--- src/rtl/i2c_master_interrupt_transfer_assert.svh ---
// assertion helpers shared by the rtl files
`ifndef I2C_MASTER_INTERRUPT_TRANSFER_ASSERT_SVH
`define I2C_MASTER_INTERRUPT_TRANSFER_ASSERT_SVH

`ifndef SYNTHESIS
`define I2CMX_ASSERT(name, clk, rst_n, prop) \
	name: assert property (@(posedge clk) disable iff (!rst_n) prop) \
	else $error("%m: assertion failed");
`define I2CMX_NEVER(name, clk, rst_n, cond) \
	name: assert property (@(posedge clk) disable iff (!rst_n) !(cond)) \
	else $error("%m: forbidden condition seen");
`else
`define I2CMX_ASSERT(name, clk, rst_n, prop)
`define I2CMX_NEVER(name, clk, rst_n, cond)
`endif

`endif

--- src/rtl/i2cmx_pkg.sv ---
package i2cmx_pkg;

	localparam int LEN_BITS = 16;
	// most results one item can cause (single-byte read event: address, nack, byte, close)
	localparam int NRES = 8;
	localparam int CNT_W = $clog2(NRES + 1);
	localparam int IDX_W = $clog2(NRES);

	typedef enum logic [1:0] {
		KIND_WR  = 2'd0,
		KIND_RD  = 2'd1,
		KIND_EVT = 2'd2,
		KIND_ERR = 2'd3
	} kind_t;

	typedef enum logic [2:0] {
		ACT_BUSY    = 3'd0,
		ACT_START   = 3'd1,
		ACT_WRITE   = 3'd2,
		ACT_STOP    = 3'd3,
		ACT_ACK     = 3'd4,
		ACT_RXBYTE  = 3'd5,
		ACT_NOTIFY  = 3'd6,
		ACT_CLRADDR = 3'd7
	} act_t;

	typedef enum logic [2:0] {
		ST_READY = 3'b001,
		ST_TX    = 3'b010,
		ST_RX    = 3'b100
	} st_t;

	localparam logic [2:0] EVC_TX_DONE = 3'd0;
	localparam logic [2:0] EVC_RX_DONE = 3'd1;
	localparam logic [2:0] EVC_BUS_ERR = 3'd2;

	localparam logic [1:0] PRI_READY = 2'd0;
	localparam logic [1:0] PRI_TX    = 2'd1;
	localparam logic [1:0] PRI_RX    = 2'd2;

	typedef struct packed {
		kind_t       kind;
		logic [6:0]  slave_addr;
		logic [15:0] length;
		logic        repeated_start;
		logic        sb;
		logic        addr;
		logic        btf;
		logic        txe;
		logic        rxne;
		logic        msl;
		logic [7:0]  data;
		logic [4:0]  err;
	} item_t;

	typedef struct packed {
		act_t       act;
		logic [7:0] data;
		logic [2:0] code;
		logic [1:0] prior;
	} ent_t;

	typedef struct packed {
		ent_t [NRES-1:0]  ent;
		logic [CNT_W-1:0] cnt;
	} bun_t;

	function automatic ent_t mk_ent(act_t act, logic [7:0] data, logic [2:0] code,
			logic [1:0] prior);
		ent_t e;
		e.act   = act;
		e.data  = data;
		e.code  = code;
		e.prior = prior;
		return e;
	endfunction

	function automatic logic [1:0] prior_code(st_t st);
		logic [1:0] p;
		unique case (st)
			ST_TX:   p = PRI_TX;
			ST_RX:   p = PRI_RX;
			default: p = PRI_READY;
		endcase
		return p;
	endfunction

endpackage

--- src/rtl/i2c_master_interrupt_transfer.sv ---
// interrupt-driven i2c master transfer sequencer
// input channel (in_valid/in_stall) takes one item per transfer: a start
// request (write or read), an event interrupt with the status flags, or an
// error interrupt with the error flags. each item yields zero to eight
// result transfers on the output channel (out_valid/out_stall), the final
// one marked by last. items yielding nothing produce no output.
// the item is registered in the input register, its results are worked out
// combinationally from it and loaded into the result register, which offers
// them one after another. an item occupies the result register until its
// last result leaves; with single-result items a new item is taken every
// cycle while out_stall is low. the result register drains one entry per cycle
// while out_stall is low, and in_stall rises while it still holds undelivered
// entries and the input register is full.
// cfg_valid/cfg_ready writes the ack_control bit (always ready); write it
// only while idle.
// reset (arst_n low) clears the transfer state to ready, all interrupt
// enables off, counters and address to zero, ack_control to one, and
// drops any pending input or results.
`include "i2c_master_interrupt_transfer_assert.svh"

module i2c_master_interrupt_transfer (
	input  logic        clk,
	input  logic        arst_n,
	input  logic        cfg_valid,
	output logic        cfg_ready,
	input  logic        cfg_data,
	input  logic        in_valid,
	output logic        in_stall,
	input  logic [1:0]  kind,
	input  logic [6:0]  slave_addr,
	input  logic [15:0] length,
	input  logic        repeated_start,
	input  logic        flag_start_sent,
	input  logic        flag_addr_done,
	input  logic        flag_byte_done,
	input  logic        flag_tx_empty,
	input  logic        flag_rx_full,
	input  logic        flag_master,
	input  logic [7:0]  data_in,
	input  logic [4:0]  error_flags,
	output logic        out_valid,
	input  logic        out_stall,
	output logic [2:0]  action,
	output logic [7:0]  data_out,
	output logic [2:0]  event_code,
	output logic [1:0]  prior_state,
	output logic        last
);
	import i2cmx_pkg::*;

	logic             ack_ctl_q;
	logic             v_s1;
	item_t            item_s1;
	logic             bun_v_s2;
	bun_t             bun_s2;
	bun_t             bun;
	logic [IDX_W-1:0] idx_q;
	logic             ld;
	logic             fin;
	ent_t             cur;

	assign cfg_ready = 1'b1;

	always_ff @(posedge clk or negedge arst_n) begin
		if (!arst_n) begin
			ack_ctl_q <= 1'b1;
		end else if (cfg_valid) begin
			ack_ctl_q <= cfg_data;
		end
	end

	// result register frees up when empty or when its last entry leaves
	assign fin      = bun_v_s2 && !out_stall && last;
	assign ld       = v_s1 && (!bun_v_s2 || fin);
	assign in_stall = v_s1 && !ld;

	always_ff @(posedge clk or negedge arst_n) begin
		if (!arst_n) begin
			v_s1 <= 1'b0;
		end else if (!in_stall) begin
			v_s1 <= in_valid;
		end
	end

	always_ff @(posedge clk) begin
		if (in_valid && !in_stall) begin
			item_s1.kind           <= kind_t'(kind);
			item_s1.slave_addr     <= slave_addr;
			item_s1.length         <= length;
			item_s1.repeated_start <= repeated_start;
			item_s1.sb             <= flag_start_sent;
			item_s1.addr           <= flag_addr_done;
			item_s1.btf            <= flag_byte_done;
			item_s1.txe            <= flag_tx_empty;
			item_s1.rxne           <= flag_rx_full;
			item_s1.msl            <= flag_master;
			item_s1.data           <= data_in;
			item_s1.err            <= error_flags;
		end
	end

	i2cmx_core u_core (
		.clk         (clk),
		.arst_n      (arst_n),
		.item        (item_s1),
		.ld          (ld),
		.ack_control (ack_ctl_q),
		.bun         (bun)
	);

	always_ff @(posedge clk or negedge arst_n) begin
		if (!arst_n) begin
			bun_v_s2 <= 1'b0;
			idx_q    <= '0;
		end else if (ld) begin
			bun_v_s2 <= |bun.cnt;
			idx_q    <= '0;
		end else if (fin) begin
			bun_v_s2 <= 1'b0;
		end else if (bun_v_s2 && !out_stall) begin
			idx_q <= idx_q + IDX_W'(1);
		end
	end

	always_ff @(posedge clk) begin
		if (ld) begin
			bun_s2 <= bun;
		end
	end

	assign cur         = bun_s2.ent[idx_q];
	assign out_valid   = bun_v_s2;
	assign action      = cur.act;
	assign data_out    = cur.data;
	assign event_code  = cur.code;
	assign prior_state = cur.prior;
	assign last        = (CNT_W'(idx_q) + CNT_W'(1)) == bun_s2.cnt;

	`I2CMX_ASSERT(a_more_follow, clk, arst_n, out_valid && !out_stall && !last |=> out_valid)
	`I2CMX_ASSERT(a_idx_in_range, clk, arst_n, bun_v_s2 |-> CNT_W'(idx_q) < bun_s2.cnt)
	`I2CMX_NEVER(a_empty_bundle, clk, arst_n, bun_v_s2 && bun_s2.cnt == '0)

endmodule

--- src/rtl/i2cmx_core.sv ---
`include "i2c_master_interrupt_transfer_assert.svh"

module i2cmx_core (
	input  logic              clk,
	input  logic              arst_n,
	input  i2cmx_pkg::item_t  item,
	input  logic              ld,
	input  logic              ack_control,
	output i2cmx_pkg::bun_t   bun
);
	import i2cmx_pkg::*;

	st_t                 st_q;
	logic [LEN_BITS-1:0] tx_left_q, rx_left_q, rx_total_q;
	logic [6:0]          addr_q;
	logic                keep_q, ev_on_q, buf_on_q, err_on_q;

	st_t                 nst;
	logic [LEN_BITS-1:0] ntx, nrx, ntot;
	logic [6:0]          naddr;
	logic                nkeep, nev, nbuf, nerr;
	ent_t [NRES-1:0]     lst;
	logic [CNT_W-1:0]    cnt;

	always_comb begin
		nst   = st_q;
		ntx   = tx_left_q;
		nrx   = rx_left_q;
		ntot  = rx_total_q;
		naddr = addr_q;
		nkeep = keep_q;
		nev   = ev_on_q;
		nbuf  = buf_on_q;
		nerr  = err_on_q;
		lst   = '0;
		cnt   = '0;
		unique case (item.kind)
			KIND_WR, KIND_RD: begin
				if (st_q == ST_READY) begin
					naddr = item.slave_addr;
					nkeep = item.repeated_start;
					if (item.kind == KIND_RD) begin
						nrx  = LEN_BITS'(item.length);
						ntot = LEN_BITS'(item.length);
						nst  = ST_RX;
					end else begin
						ntx = LEN_BITS'(item.length);
						nst = ST_TX;
					end
					nev  = 1'b1;
					nbuf = 1'b1;
					nerr = 1'b1;
					lst[cnt[IDX_W-1:0]] = mk_ent(ACT_START, 8'd0, 3'd0, 2'd0);
					cnt = cnt + CNT_W'(1);
				end
				lst[cnt[IDX_W-1:0]] = mk_ent(ACT_BUSY, 8'd0, 3'd0, prior_code(st_q));
				cnt = cnt + CNT_W'(1);
			end
			KIND_EVT: begin
				if (ev_on_q) begin
					if (item.sb && st_q != ST_READY) begin
						lst[cnt[IDX_W-1:0]] = mk_ent(ACT_WRITE, {addr_q, st_q == ST_RX},
							3'd0, 2'd0);
						cnt = cnt + CNT_W'(1);
					end
					if (item.addr) begin
						// single byte read: nack and stop before addr is cleared
						if (item.msl && st_q == ST_RX && rx_total_q == LEN_BITS'(1)) begin
							lst[cnt[IDX_W-1:0]] = mk_ent(ACT_ACK, 8'd0, 3'd0, 2'd0);
							cnt = cnt + CNT_W'(1);
							lst[cnt[IDX_W-1:0]] = mk_ent(ACT_STOP, 8'd0, 3'd0, 2'd0);
							cnt = cnt + CNT_W'(1);
						end
						lst[cnt[IDX_W-1:0]] = mk_ent(ACT_CLRADDR, 8'd0, 3'd0, 2'd0);
						cnt = cnt + CNT_W'(1);
					end
					if (item.btf && st_q == ST_TX && item.txe && tx_left_q == '0) begin
						if (!keep_q) begin
							lst[cnt[IDX_W-1:0]] = mk_ent(ACT_STOP, 8'd0, 3'd0, 2'd0);
							cnt = cnt + CNT_W'(1);
						end
						nev  = 1'b0;
						nbuf = 1'b0;
						nst  = ST_READY;
						lst[cnt[IDX_W-1:0]] = mk_ent(ACT_NOTIFY, 8'd0, EVC_TX_DONE, 2'd0);
						cnt = cnt + CNT_W'(1);
					end
					// buffer enable is the value seen at entry, state is the updated one
					if (buf_on_q && item.txe && item.msl && nst == ST_TX && ntx != '0) begin
						lst[cnt[IDX_W-1:0]] = mk_ent(ACT_WRITE, item.data, 3'd0, 2'd0);
						cnt = cnt + CNT_W'(1);
						ntx = ntx - LEN_BITS'(1);
					end
					if (buf_on_q && item.rxne && item.msl && nst == ST_RX) begin
						if (ntot == LEN_BITS'(1)) begin
							lst[cnt[IDX_W-1:0]] = mk_ent(ACT_RXBYTE, item.data, 3'd0, 2'd0);
							cnt = cnt + CNT_W'(1);
							nrx = nrx - LEN_BITS'(1);
						end else if (ntot > LEN_BITS'(1)) begin
							if (nrx == LEN_BITS'(2)) begin
								lst[cnt[IDX_W-1:0]] = mk_ent(ACT_ACK, 8'd0, 3'd0, 2'd0);
								cnt = cnt + CNT_W'(1);
								lst[cnt[IDX_W-1:0]] = mk_ent(ACT_STOP, 8'd0, 3'd0, 2'd0);
								cnt = cnt + CNT_W'(1);
							end
							lst[cnt[IDX_W-1:0]] = mk_ent(ACT_RXBYTE, item.data, 3'd0, 2'd0);
							cnt = cnt + CNT_W'(1);
							nrx = nrx - LEN_BITS'(1);
						end
						if (nrx == '0) begin
							if (!keep_q) begin
								lst[cnt[IDX_W-1:0]] = mk_ent(ACT_STOP, 8'd0, 3'd0, 2'd0);
								cnt = cnt + CNT_W'(1);
							end
							nev  = 1'b0;
							nbuf = 1'b0;
							nst  = ST_READY;
							ntot = '0;
							if (ack_control) begin
								lst[cnt[IDX_W-1:0]] = mk_ent(ACT_ACK, 8'd1, 3'd0, 2'd0);
								cnt = cnt + CNT_W'(1);
							end
							lst[cnt[IDX_W-1:0]] = mk_ent(ACT_NOTIFY, 8'd0, EVC_RX_DONE,
								2'd0);
							cnt = cnt + CNT_W'(1);
						end
					end
				end
			end
			KIND_ERR: begin
				if (err_on_q) begin
					for (int i = 0; i < 5; i++) begin
						if (item.err[i]) begin
							lst[cnt[IDX_W-1:0]] = mk_ent(ACT_NOTIFY, 8'd0,
								3'(EVC_BUS_ERR + 3'(i)), 2'd0);
							cnt = cnt + CNT_W'(1);
						end
					end
				end
			end
			default: ;
		endcase
		bun.ent = lst;
		bun.cnt = cnt;
	end

	always_ff @(posedge clk or negedge arst_n) begin
		if (!arst_n) begin
			st_q       <= ST_READY;
			tx_left_q  <= '0;
			rx_left_q  <= '0;
			rx_total_q <= '0;
			addr_q     <= '0;
			keep_q     <= 1'b0;
			ev_on_q    <= 1'b0;
			buf_on_q   <= 1'b0;
			err_on_q   <= 1'b0;
		end else if (ld) begin
			st_q       <= nst;
			tx_left_q  <= ntx;
			rx_left_q  <= nrx;
			rx_total_q <= ntot;
			addr_q     <= naddr;
			keep_q     <= nkeep;
			ev_on_q    <= nev;
			buf_on_q   <= nbuf;
			err_on_q   <= nerr;
		end
	end

	`I2CMX_NEVER(a_busy_needs_irq, clk, arst_n, st_q != ST_READY && !(ev_on_q && buf_on_q && err_on_q))
	`I2CMX_ASSERT(a_err_irq_sticky, clk, arst_n, ev_on_q |-> err_on_q)
	`I2CMX_ASSERT(a_rx_within_total, clk, arst_n, rx_left_q <= rx_total_q)

endmodule

--- config.mk ---
export PLATFORM = sky130hd
export DESIGN_NAME = i2c_master_interrupt_transfer
export DESIGN_NICKNAME = d
export VERILOG_FILES = /design/src/rtl/i2cmx_pkg.sv /design/src/rtl/i2c_master_interrupt_transfer.sv /design/src/rtl/i2cmx_core.sv
export VERILOG_INCLUDE_DIRS = /design/src /design/src/rtl
export SDC_FILE = /design/constraint.sdc
export NUM_CORES = 1
export LEC_CHECK = 0
export BUFFER_PORTS_ARGS = -buffer_cell sky130_fd_sc_hd__buf_2
export CELL_PAD_IN_SITES_DETAIL_PLACEMENT = 0
export CELL_PAD_IN_SITES_GLOBAL_PLACEMENT = 1
export CORE_MARGIN = 3
export CORE_UTILIZATION = 38
export DETAILED_ROUTE_END_ITERATION = 10
export PLACE_DENSITY = 0.72
export SETUP_SLACK_MARGIN = 0.05
export SYNTH_ARGS = -nofsm -noshare
export SYNTH_HDL_FRONTEND = slang
export SYNTH_SLANG_ARGS = --single-unit
export TNS_END_PERCENT = 100
--- constraint.sdc ---
create_clock -name clk -period 10.15 [get_ports clk]
set_input_delay 1.5225 -clock clk [delete_from_list [all_inputs] [get_ports clk]]
set_output_delay 1.5225 -clock clk [all_outputs]
set_load 0.02 [all_outputs]
==> results.md <==
* Max stage delay on crit path at 0.57 ns
* Final worst slack at 0.878 ns
* Share of the synthesized area in the top cell type at 34.1%
* Synth Warn # at 0
* CORE AREA at 0.0371 mm2
* CTS tree: yes
* Final Max Slew Viols at 0
* Async set or reset register ratio after synthesis at 29.2%
* Power share of the clock group at 28.7%
* Unrepaired setup endpoints after global routing: no
* DR iter-0 viols at 1256
* Sw Ratio at 35.5%
* Critical path class: reg -> reg
* XOR/XNOR Fraction of Synth Area at 2.62%
* DIE WIDTH at 201 um
* Area growth, synth to finish at 12.2%
* Synthesized flop and latch total at 233
* CP required at 10.44 ns
* Max_cap viols at 0
* Total negative slack at 0 ns
* Final Hold Fails at 0
* Die ar. at 0.0406 mm2
* Mux contribution to synthesized area at 6.24%
* Pleak at 6.05 nW
* Yosys cell types at 96
* Most common cell after layout, fill and taps aside: nand2_1
* Measured slew at the worst slew-check pin at 1.13 ns
* Hold crit path type: reg -> reg
* Commonest non-fill, non-tap cells in the layout: nand2_1, edfxtp_1, nor2_1
* Num ports at 71
* Final ANT Viol Nets at 0
* Synth area leader: edfxtp_1
* First-pass GRT wire length at 73500 um
* Layout Nets at 1612
* Ys flop type: edfxtp_1
* Seq pwr share at 37.9%
* VDD IR max at 136 uV
* CP Launch Type: flip-flop
* NetSw at 1.24 mW
* Outcome: finished, final reports clean
* Dpl hpwl at 35800 um
* Fmax at 108 MHz
* R2R cell count at 36
* Cells after Synth at 1482
* Drt total wl at 48100 um
* Pre-CTS WS at 1.06 ns
* Largest family of logic cells by synthesized area: simple AND/OR/NAND/NOR gates
* Initial antenna violation count at 1
* H-tree depth at 1
* DRC at 0
* Slew margin rel. at 23.9%
* IO buf count at 69
* Cts bufs inserted at 28
* Gr usage total at 23.5%
* Mapped cell area at 0.0145 mm2
* Avg Inst Size Synth at 9.79 um2
* Largest cells by area after synthesis: edfxtp_1, dfrtp_1, nand2_1, mux4_2, o21ai_0
* Rows at 70
* Initial Util at 39.1%
* Minimum clock period at 9.27 ns
* Sinks on Clock Net at 233
* Combinational share of power at 33.4%
* CP Capture Type: flip-flop
* Vias in the first global route at 11600
* Int Pwr at 2.24 mW
* First-pass detailed-route iteration total at 6
* Synth Area in Simple Gates at 19.6%
* Pwr dens at 214 mW/mm2
* Slowest-stage cell, CP: dfstp_2
* Gr ovfl total at 0
* Hold Path Stages at 2
* Synth Area in Compound Gates at 19.4%
* Die Ht at 201 um
* Post-synth EDFFs at 165
* Clk slew on worst S/H paths at 0.06 ns
* Worst-path maximum fanout at 13
* Largest net degree at the start of global routing at 77
* Root buf cell: clkbuf_16
* Skew-Pair Late Insertion Delay at 0.57 ns
* Period utilisation layout at 91.4%
* Routability cong. at 0.997
* Via count at 12100
* DR WL/cell at 23.4 um
* Synth Area in Adders at 2.81%
* Clk_skew at 0.0252 ns
* Seq/Total Area, Yosys at 45.9%
* CP arrival at 9.56 ns
* Fraction of layout cells with a size suffix above 1 at 16.0%
* Final setup violation count at 0
* Top cell by count, worst path: ha_1
* Vias per std cell at 5.87
* Cts hold-fix bufs at 0
* Clock tree buffer depth at 3
[sequential cells by signal (all words and copies together) (netlist names)]
signal	flops
u_core.err_on_q	1
u_core.ev_on_q	1
ack_ctl_q	1
u_core.rx_left_q	16
u_core.tx_left_q	16
item_s1	45
u_core.st_q	3
v_s1	1
u_core.buf_on_q	1
u_core.rx_total_q	16
bun_s2	120
u_core.keep_q	1
u_core.addr_q	7
out_valid	1
idx_q	3
[routing by layer]
metal | track usage [%] | wire length (um)
met4 | 6.68 | 1460
met1 | 34.1 | 21600
met2 | 35.3 | 21000
met3 | 5.21 | 4100
met5 | 0 | 11
[path summary, 6_finish.rpt]
check / start / slack, ns / endpoint
worst max-delay path: u_core.st_q[0] / 0.88 / bun_s2[34]
worst min-delay path: item_s1[40] / 0.44 / u_core.addr_q[4]
worst max register to register: u_core.st_q[0] / 0.88 / bun_s2[34]
worst min register to register: item_s1[40] / 0.44 / u_core.addr_q[4]
max in group asynchronous: arst_n / 8.27 / idx_q[0]
min in group asynchronous: arst_n / 1.11 / u_core.keep_q
[synth_stat cells (12+ instances only)]
cell type / n
nor2_1: 153
clkbuf_1: 51
a31oi_1: 23
mux4_2: 28
or3_1: 18
a211oi_1: 12
o21ai_0: 115
xnor2_1: 23
a21oi_1: 88
a22oi_1: 12
ha_1: 31
nand2_1: 216
nand2b_1: 21
o21ai_1: 16
nor3_1: 37
dfrtp_1: 66
nand3_1: 44
o31ai_1: 20
a22o_1: 26
inv_1: 35
mux2_2: 18
edfxtp_1: 165
[cells by family after synthesis]
kind of cell / count (synthesis)
AND/OR/NAND/NOR: 588
AO/OA/AOI/OAI: 423
XOR/XNOR: 36
flip-flops: 233
adder cells (fa/ha/maj): 32
buffers and inverters: 116
other: 2
multiplexers: 52
[stage by stage]
step,cells,cell area [um2],utilization (%),power (mW),hold slack [ns]
floorplan,1483,14500,-,2.15,0.415
global placement,2003,15400,41.4,2.49,0.425
detailed placement,2003,15400,41.4,2.50,0.427
CTS,2055,16300,43.8,3.51,0.436
global route,2055,16300,43.8,3.67,0.461
finish,2056,16300,43.9,3.48,0.435
[area by class of cell]
| class | instances | area (um2) |
|---|---|---|
| Fill cell | 3664 | 20900 |
| Multi-Input combinational cell | 1134 | 7400 |
| Sequential cell | 233 | 6660 |
| Tap cell | 504 | 631 |
| Timing Repair Buffer | 93 | 528 |
| Antenna cell | 1 | 2.50 |
| Clock inverter | 13 | 159 |
| Clock buffer | 39 | 752 |
| Inverter | 39 | 149 |
[worst max-delay path: cells and delay by family, from the launching register on]
| kind | cells | cell delay (ns) |
|---|---|---|
| AOI/OAI and AO/OA | 10 | 2.49 |
| DFF | 1 | 0.57 |
| xor gates and xnor gates | 4 | 1.08 |
| adders and majority gates | 7 | 2.34 |
| buffers and inverters | 7 | 1.01 |
| and+or+nand+nor | 8 | 1.53 |
[repair_timing]
item,in CTS,in global routing
buffers inserted,0,0
gates resized for setup,0,1
setup endpoints to repair,0,1
[power groups by stage]
stage / clock, mW / combinational, mW / sequential, mW
after floorplan: 0 / 0.856 / 1.29
after global placement: 0 / 1.16 / 1.33
after detailed placement: 0 / 1.16 / 1.34
after CTS: 1.02 / 1.17 / 1.32
after global routing: 1.06 / 1.28 / 1.33
final: 1.00 / 1.16 / 1.32
No activity file was read; power rests on OpenSTA's default activity.
